[src/design/ntc_pkg.sv]
// ----------------------------------------------------------------------------
// ntc_pkg: shared types and constants of the NTC thermistor temperature block
// Widths, codes, table of logarithm steps and the command and flag structs
// that join the controller and the datapath.
// ----------------------------------------------------------------------------
package ntc_pkg;

    // Sample window
    localparam int SAMPLE_W   = 12;
    localparam int WINDOW     = 10;
    localparam int SLOT_W     = 4;
    localparam int SUM_W      = 16;
    // floor(sum / 10) == (sum * 52429) >> 19 for every sum below 2^18
    localparam int MEAN_RECIP = 52429;
    localparam int MEAN_SHIFT = 19;
    localparam int MEAN_PW    = 32;

    // Configuration port
    localparam int CFG_IDX_W  = 3;
    localparam int CFG_DATA_W = 20;
    localparam int RES_W      = 20;
    localparam int BETA_W     = 14;
    localparam int T0_W       = 16;
    localparam int MV_W       = 13;
    localparam int CODE_W     = 12;

    localparam logic [RES_W-1:0]  RST_SERIES  = 20'd10000;
    localparam logic [RES_W-1:0]  RST_NOMR    = 20'd10000;
    localparam logic [BETA_W-1:0] RST_BETA    = 14'd3950;
    localparam logic [T0_W-1:0]   RST_T0      = 16'd29815;
    localparam logic [MV_W-1:0]   RST_REF     = 13'd3300;
    localparam logic [MV_W-1:0]   RST_FS_MV   = 13'd3300;
    localparam logic [CODE_W-1:0] RST_FS_CODE = 12'd4095;

    // Datapath widths
    localparam int NUM_W    = 25;
    localparam int DEN100_W = 19;
    localparam int RN0_W    = 33;
    localparam int RN1_W    = 32;
    localparam int RN_W     = 45;
    localparam int RLO_W    = 32;
    localparam int RHI_W    = 43;
    localparam int LN_ARG_W = 48;
    localparam int LN_CNT_W = 6;
    localparam int LN_M_W   = 32;
    localparam int LN_ACC_W = 17;
    localparam int LN_K_W   = 22;
    localparam int LN_STEPS = 16;
    localparam int LN_J_W   = 4;
    localparam int LQ_W     = 24;
    localparam int TB_W     = 30;
    localparam int TB100_W  = 37;
    localparam int B100_W   = 21;
    localparam int TL_W     = 41;
    localparam int TDEN_W   = 42;
    localparam int NUMER_W  = 53;
    localparam int DIVD_W   = 54;
    localparam int DIVS_W   = 41;
    localparam int DIV_CNT_W = 6;
    localparam int TEMP_W   = 14;
    localparam int STATUS_W = 3;

    // Q16 constants of the logarithm
    localparam logic [15:0] LN2_Q16 = 16'd45426;
    localparam logic [15:0] LN_TAB [LN_STEPS] = '{
        16'd26573, 16'd14624, 16'd7719, 16'd3973, 16'd2017, 16'd1016, 16'd510, 16'd256,
        16'd128,   16'd64,    16'd32,   16'd16,   16'd8,    16'd4,    16'd2,   16'd1
    };

    // Temperatures in centikelvin and centidegrees
    localparam logic [15:0] CK_OFFSET = 16'd27315;
    localparam int          Q_FLOOR   = 26315;
    localparam int          Q_CEIL    = 35315;
    localparam logic [TEMP_W-1:0] TEMP_DEFAULT   = 14'd2500;
    localparam logic [TEMP_W-1:0] TEMP_FLOOR_SUB = 14'd2000;
    localparam logic [TEMP_W-1:0] TEMP_CEIL_SUB  = 14'd4000;

    typedef enum logic [CFG_IDX_W-1:0] {
        CFG_SERIES,
        CFG_NOMINAL_R,
        CFG_BETA,
        CFG_T0,
        CFG_REF,
        CFG_FS_MV,
        CFG_FS_CODE
    } t_cfg_idx;

    typedef enum logic [STATUS_W-1:0] {
        ST_NORMAL,
        ST_ZERO_MEAN,
        ST_VOLT_LOW,
        ST_R_RANGE,
        ST_BELOW,
        ST_ABOVE
    } t_status;

    typedef enum logic [3:0] {
        OP_NONE,
        OP_LOAD,
        OP_MEAN,
        OP_VOLT,
        OP_CLIP,
        OP_DIFF,
        OP_RN0,
        OP_RN1,
        OP_RCMP,
        OP_LN_START,
        OP_LQ_UPD,
        OP_TB,
        OP_TL,
        OP_TDEN,
        OP_DIV_START,
        OP_EMIT
    } t_op;

    typedef enum logic [1:0] {
        LN_SEL_RN,
        LN_SEL_RD,
        LN_SEL_NOM
    } t_ln_sel;

    typedef struct packed {
        t_op     op;
        t_status status;
        t_ln_sel ln_sel;
    } t_cmd;

    typedef struct packed {
        logic zero_mean;
        logic lim_low;
        logic volt_low;
        logic r_out;
        logic ln_done;
        logic tden_zero;
        logic tden_neg;
        logic div_done;
        logic q_low;
        logic q_high;
    } t_flags;

endpackage

[src/design/ntc_ctrl.sv]
// ----------------------------------------------------------------------------
// ntc_ctrl: sequencer of the NTC thermistor temperature block
// Steps the datapath through mean, voltage, resistance, logarithms and the
// beta equation, picks the status and drives both handshakes.
// ----------------------------------------------------------------------------
module ntc_ctrl (
    input  logic             i_clk,
    input  logic             i_rst_n,
    input  logic             i_in_valid,
    output logic             o_in_stall,
    output logic             o_out_valid,
    input  logic             i_out_stall,
    input  ntc_pkg::t_flags  i_flags,
    output ntc_pkg::t_cmd    o_cmd
);
    import ntc_pkg::*;

    typedef enum logic [4:0] {
        S_IDLE, S_MEAN, S_VOLT, S_CLIP, S_VCHK, S_RN0, S_RN1, S_RCMP, S_RCHK,
        S_LNS, S_LNW, S_TB, S_TL, S_TDEN, S_TCHK, S_DIVW, S_QCHK, S_EMIT
    } t_state;

    t_state  r_state, n_state;
    t_status r_st, n_st;
    t_ln_sel r_lnsel, n_lnsel;
    logic    r_valid, n_valid;
    t_cmd    w_cmd;

    always_comb begin
        n_state      = r_state;
        n_st         = r_st;
        n_lnsel      = r_lnsel;
        n_valid      = r_valid && i_out_stall;
        w_cmd.op     = OP_NONE;
        w_cmd.status = r_st;
        w_cmd.ln_sel = r_lnsel;
        unique case (r_state)
            S_IDLE: begin
                if (i_in_valid) begin
                    w_cmd.op = OP_LOAD;
                    n_state  = S_MEAN;
                end
            end
            S_MEAN: begin
                w_cmd.op = OP_MEAN;
                n_state  = S_VOLT;
            end
            S_VOLT: begin
                if (i_flags.zero_mean) begin
                    n_st    = ST_ZERO_MEAN;
                    n_state = S_EMIT;
                end else if (i_flags.lim_low) begin
                    n_st    = ST_VOLT_LOW;
                    n_state = S_EMIT;
                end else begin
                    w_cmd.op = OP_VOLT;
                    n_state  = S_CLIP;
                end
            end
            S_CLIP: begin
                w_cmd.op = OP_CLIP;
                n_state  = S_VCHK;
            end
            S_VCHK: begin
                if (i_flags.volt_low) begin
                    n_st    = ST_VOLT_LOW;
                    n_state = S_EMIT;
                end else begin
                    w_cmd.op = OP_DIFF;
                    n_state  = S_RN0;
                end
            end
            S_RN0: begin
                w_cmd.op = OP_RN0;
                n_state  = S_RN1;
            end
            S_RN1: begin
                w_cmd.op = OP_RN1;
                n_state  = S_RCMP;
            end
            S_RCMP: begin
                w_cmd.op = OP_RCMP;
                n_state  = S_RCHK;
            end
            S_RCHK: begin
                if (i_flags.r_out) begin
                    n_st    = ST_R_RANGE;
                    n_state = S_EMIT;
                end else begin
                    n_lnsel = LN_SEL_RN;
                    n_state = S_LNS;
                end
            end
            S_LNS: begin
                w_cmd.op = OP_LN_START;
                n_state  = S_LNW;
            end
            S_LNW: begin
                // Three logs in turn: resistance numerator, its divisor, nominal resistance.
                if (i_flags.ln_done) begin
                    w_cmd.op = OP_LQ_UPD;
                    case (r_lnsel)
                        LN_SEL_RN: begin
                            n_lnsel = LN_SEL_RD;
                            n_state = S_LNS;
                        end
                        LN_SEL_RD: begin
                            n_lnsel = LN_SEL_NOM;
                            n_state = S_LNS;
                        end
                        default: n_state = S_TB;
                    endcase
                end
            end
            S_TB: begin
                w_cmd.op = OP_TB;
                n_state  = S_TL;
            end
            S_TL: begin
                w_cmd.op = OP_TL;
                n_state  = S_TDEN;
            end
            S_TDEN: begin
                w_cmd.op = OP_TDEN;
                n_state  = S_TCHK;
            end
            S_TCHK: begin
                if (i_flags.tden_zero) begin
                    n_st    = ST_ABOVE;
                    n_state = S_EMIT;
                end else if (i_flags.tden_neg) begin
                    n_st    = ST_BELOW;
                    n_state = S_EMIT;
                end else begin
                    w_cmd.op = OP_DIV_START;
                    n_state  = S_DIVW;
                end
            end
            S_DIVW: begin
                if (i_flags.div_done) begin
                    n_state = S_QCHK;
                end
            end
            S_QCHK: begin
                if (i_flags.q_low) begin
                    n_st = ST_BELOW;
                end else if (i_flags.q_high) begin
                    n_st = ST_ABOVE;
                end else begin
                    n_st = ST_NORMAL;
                end
                n_state = S_EMIT;
            end
            S_EMIT: begin
                // The result register is free when empty or being taken now.
                if (!r_valid || !i_out_stall) begin
                    w_cmd.op = OP_EMIT;
                    n_valid  = 1'b1;
                    n_state  = S_IDLE;
                end
            end
            default: n_state = S_IDLE;
        endcase
    end

    always_ff @(posedge i_clk) begin
        if (!i_rst_n) begin
            r_state <= S_IDLE;
            r_st    <= ST_NORMAL;
            r_lnsel <= LN_SEL_RN;
            r_valid <= 1'b0;
        end else begin
            r_state <= n_state;
            r_st    <= n_st;
            r_lnsel <= n_lnsel;
            r_valid <= n_valid;
        end
    end

    assign o_in_stall  = (r_state != S_IDLE);
    assign o_out_valid = r_valid;
    assign o_cmd       = w_cmd;

endmodule

[config.mk]
export PLATFORM = sky130hd
export DESIGN_NAME = ntc_ctrl
export DESIGN_NICKNAME = d
export VERILOG_FILES = /design/src/design/ntc_pkg.sv /design/src/design/ntc_ctrl.sv
export SDC_FILE = /design/constraint.sdc
export NUM_CORES = 1
export LEC_CHECK = 0
export ABC_AREA = 1
export BUFFER_PORTS_ARGS = -buffer_cell sky130_fd_sc_hd__buf_4
export CAP_MARGIN = 20
export CORE_MARGIN = 5
export CORE_UTILIZATION = 35
export CTS_BUF_LIST = sky130_fd_sc_hd__clkbuf_4 sky130_fd_sc_hd__clkbuf_8
export DETAILED_ROUTE_END_ITERATION = 7
export SLEW_MARGIN = 20
export SYNTH_ARGS = -nofsm -noshare
export SYNTH_HDL_FRONTEND = slang
export SYNTH_SLANG_ARGS = --single-unit
[constraint.sdc]
create_clock -name i_clk -period 2.02 [get_ports i_clk]
set_clock_uncertainty 0.15 [all_clocks]
set_input_delay 0.202 -clock i_clk [delete_from_list [all_inputs] [get_ports i_clk]]
set_output_delay 0.202 -clock i_clk [all_outputs]
set_load 0.05 [all_outputs]
=== After elaboration in Yosys (flattened, before gate mapping) ===
Index checks and enable logic that the tools add are counted.

* Register bits: 11
* Word-level logic and storage cells: 81

* Eq/ne operators: 28
* Multiplexer cells: 36
* Reduce and logical (&&, ||, !) cells: 13

{| class="wikitable"
|+ Operator list
! operator !! count
|-
| one-hot mux 5 bit (18 select lines) || 1
|-
| one-hot mux 4 bit (15 select lines) || 1
|-
| two-way mux 5 bit || 10
|-
| == test 5 x 4 -> 1 bit, second input constant || 8
|-
| two-way mux 3 bit || 9
|-
| == test 5 x 3 -> 1 bit, second input constant || 4
|-
| two-way mux 4 bit || 4
|-
| one-hot mux 3 bit (5 select lines) || 1
|-
| != test 2 bit, second input constant || 7
|-
| == test 5 x 2 -> 1 bit, second input constant || 2
|-
| == test 5 bit, second input constant || 2
|-
| two-way mux 2 bit || 5
|-
| nonzero test 5 bit || 2
|-
| != test 3 bit, second input constant || 3
|-
| one-hot mux 2 bit (2 select lines) || 2
|-
| AND reduction 4 bit || 2
|-
| == test 5 x 1 -> 1 bit, second input constant || 1
|-
| logical NOT 5 bit || 1
|-
| AND reduction 5 bit || 1
|-
| two-way mux 1 bit || 3
|-
| == test 2 x 1 -> 1 bit, second input constant || 1
|-
| logical NOT 1 bit || 2
|-
| logical NOT 2 bit || 1
|-
| nonzero test 2 bit || 1
|-
| other kinds (3) || 3
|}

=== Logic depth before layout (Yosys ltp) ===
* Depth in word-level cells: 5
* Mapped depth: 11
* Mapped depth without buffers: 11

=== Least setup slack after synthesis ===
OpenSTA, ideal clock, no wires.

* Path kind: register to output
* From: reg r_valid, in the netlist o_out_valid
* To: out o_cmd[8] (netlist name)
* Data arrival time: 1,492 ps
* Data required time: 1,668 ps
* Slack: 176 ps
* Cell stages (with the launch flop): 6
* Path buffers: 0
* Cells stage by stage: dfxtp_1 nand2_1 nand2_1 nand2_1 nor2_1 nand4_1

{| class="wikitable"
|+ RTL lines
! what !! line !! text
|-
| start: declaration || ntc_ctrl.sv:26 || <nowiki>logic r_valid, n_valid;</nowiki>
|-
| start signal: assignment || ntc_ctrl.sv:176 || <nowiki>r_valid <= n_valid;</nowiki>
|-
| end: declaration || ntc_ctrl.sv:14 || <nowiki>output ntc_pkg::t_cmd o_cmd</nowiki>
|}

==> results.yml <==
critical_path:
  critical_path_source_type: "register"
  timing.critical_path.required_ns: 1.67
  end_kind: "primary output"
  arrival_ns: 1.56
  cp-startpoint: "r_state[4]"
  cp_cell_sequence: "inv_4 > nand3_2 > nor2_2 > nand2_2 > and3_1 > nand2_1 > buf_4"
  critical_path_class: "register to primary output"
  cp_slowest_stage_delay_ns: 0.38
  regToRegSetupSlack_ns: 0.33
  cp_slowest_cell: "dfxtp_4"
  crit_path_max_fanout: 9
  worstReg2RegStart: "r_state[0]"
power:
  power.density_mw_per_mm2: 812
  vdd_ir_drop_max_mv: 0.434
  power_mw: 1.11
  p_leak_nw: 0.758
placement:
  io_buffer_count: 24
  dp_worst_setup_slack_ns: 0.259
  gp_congestion: 0.836
  detailed_place.area_sq_mm: 0.00126
  dp.final_hpwl_um: 2360
synth:
  synth_top_family_by_area: "simple AND/OR/NAND/NOR gates"
  synthesis.nets: 192
  synth.ff_latch_count: 11
  post-synth-top-area-cell: "dfxtp_1"
  adder_cell_fraction_of_synth_area: 0
  compound_gate_portion_of_the_synthesized_area: 0.108
  synthDominantCellAreaShare: 0.211
  yosysSeqAreaShare: 0.211
  post_synth_main_area_contributors: "dfxtp_1 21%, nand2_1 14%, nor2_1 9.7%, inv_1 8.3%, nand3_1 7.7%"
  netlist-cell-type-count: 20
  syn_area_sq_mm: 0.00104
  mux_contribution_to_synthesized_area: 0
  post_synthesis_xor_xnor_area_fraction: 0
  syn-instance-count: 178
  synth_warnings: 0
  synth_area_per_cell_sq_um: 5.86
  synth_simple_gate_area_frac: 0.573
layout:
  signed_area_change_from_the_synthesized_netlist_to_the_final_layout_pct: 31.3
  fillerInstances: 295
  fin_util: 0.488
  num_antenna_cells: 0
  nets: 226
  finish.instance_area_sq_mm: 0.00137
  post_route_cells_drive_above_1_share: 0.360
timing:
  maxSlewViolCount: 0
  finalSetupTns_ns: 0
  hold_viol: 0
  final.period_utilization: 0.948
  max-slew-margin-rel: 0.840
  finalSetupViolCount: 0
  worstMarginPinSlew_ns: 0.238
  layout_setup_ws_ns: 0.104
  maximum_frequency_from_static_timing_analysis_mhz: 522
  min_period_ns: 1.92
routing:
  drt-wirelength-per-cell_um: 11.9
  route.vias.total: 1216
  drt-initial-drc-count: 69
  detailedRoute.firstPassIterationCount: 4
  route.antenna.remaining_nets: 0
  drt-vias-per-instance: 5.02
  drt_drc_violations_left: 0
  finalWirelength_um: 2870
clocking:
  cts_inserted_buffers: 3
  cts.sink_count: 11
  clkTransAtPathRegs_ns: 0.06
  insertion_delay_ns: 0.26
  clk_path_buf_depth: 2
  htree_num_levels: 1
  tritoncts: "yes"
  cts.root.buffer_cell: "clkbuf_4"
die:
  num_rows: 19
  die_w_um: 64.6
  coreArea_sq_mm: 0.00281
  dieArea_sq_mm: 0.00417
  top_level_ports: 25
  initial_core_util: 0.372
  overall_die_height_um: 64.6
status:
  run_status: "completed"
grt:
  grt.total_usage: 0.141
  grt_max_degree: 10
  wire_length_of_the_first_global_routing_pass_um: 4780
  globalRoute.totalOverflow: 0
  number_of_antenna_violations_at_the_first_check_in_global_routing: 0
  first_global_vias: 1098
run:
  maxCapViolations: 0
hold_path:
  holdCritStartpoint: "i_rst_n"
  hold_path.class: "primary input to register"
-- synthesized netlist by cell type (all sizes together) --
master  number
dfxtp       11
nor2        36
inv         28
a21oi       10
nand2       53
nor3         3
clkinv       2
nand3       19
and3         1
nand4        3
nand3b       1
o21ai       11
-- through the flow --
step,hold WS [ns],std cells
after floorplan,0.150,178
after global placement,0.275,233
after detailed placement,0.282,233
after CTS,0.00298,237
after global routing,0.0107,242
final,0.0108,242
-- cells by family (layout without fill, tap and decap cells) --
| kind of cell | Yosys count | count (layout) |
|---|---|---|
| AOI/OAI and AO/OA | 21 | 21 |
| and+or+nand+nor | 116 | 116 |
| DFF | 11 | 11 |
| buffers and inverters | 30 | 63 |
-- area by class of cell --
type	count	area, sq um	area share
clock buffer	4	30.0	0.0219
inverter	30	119	0.0868
multi-input combinational	137	727	0.531
sequential	11	229	0.167
tap	31	38.8	0.0283
timing repair buffer	29	225	0.165
-- per-layer routing --
metal,up-vias,part of all wire,GRT usage
li1,628,-,-
met1,532,0.44,0.187
met2,48,0.46,0.224
met3,8,0.073,0.0294
met4,0,0.023,0.0580
met5,-,0,0
-- path summary, 6_finish.rpt --
check                     to  cells past startpoint
hold reg to reg      r_st[2]                      2
setup / recovery    o_cmd[7]                      7
setup reg to reg  r_lnsel[1]                      9
hold / removal    r_state[2]                      3
-- repair_timing --
action,4_1_cts,5_1_grt
endpoints found under the setup margin,2,4
pin swaps,1,4
hold buffers,0,0
buffers inserted,0,5
gates resized for setup,1,13
endpoints found under the hold margin,0,0
-- where the power goes --
| part | switching, mW | total (mW) | internal [mW] | leakage [nW] |
|---|---|---|---|---|
| Combinational | 0.432 | 0.667 | 0.234 | 0.648 |
| Sequential | 0.0399 | 0.287 | 0.247 | 0.0917 |
| Clock | 0.0683 | 0.158 | 0.0898 | 0.0184 |
-- state kept, by name (all words and copies together) (netlist names) --
register,count
r_state,5
r_st,3
o_out_valid,1
r_lnsel,2
-- cell usage in the layout (no fill, tap or decap), drive strengths merged --
cell type,n
nand3b,1
o21ai,11
nand3,19
clkinv,1
nor3,3
and3,1
a21oi,10
nand2,53
buf,29
nor2,36
nand4,3
clkbuf,4
inv,28
clkinvlp,1
dfxtp,11
-- worst max-delay path: cells and delay by family (launching register included) --
family,cells,cell delay [ns]
buf+inv,2,0.31
flops,1,0.38
simple gates,5,0.61
No activity file was read; power rests on OpenSTA's default activity.
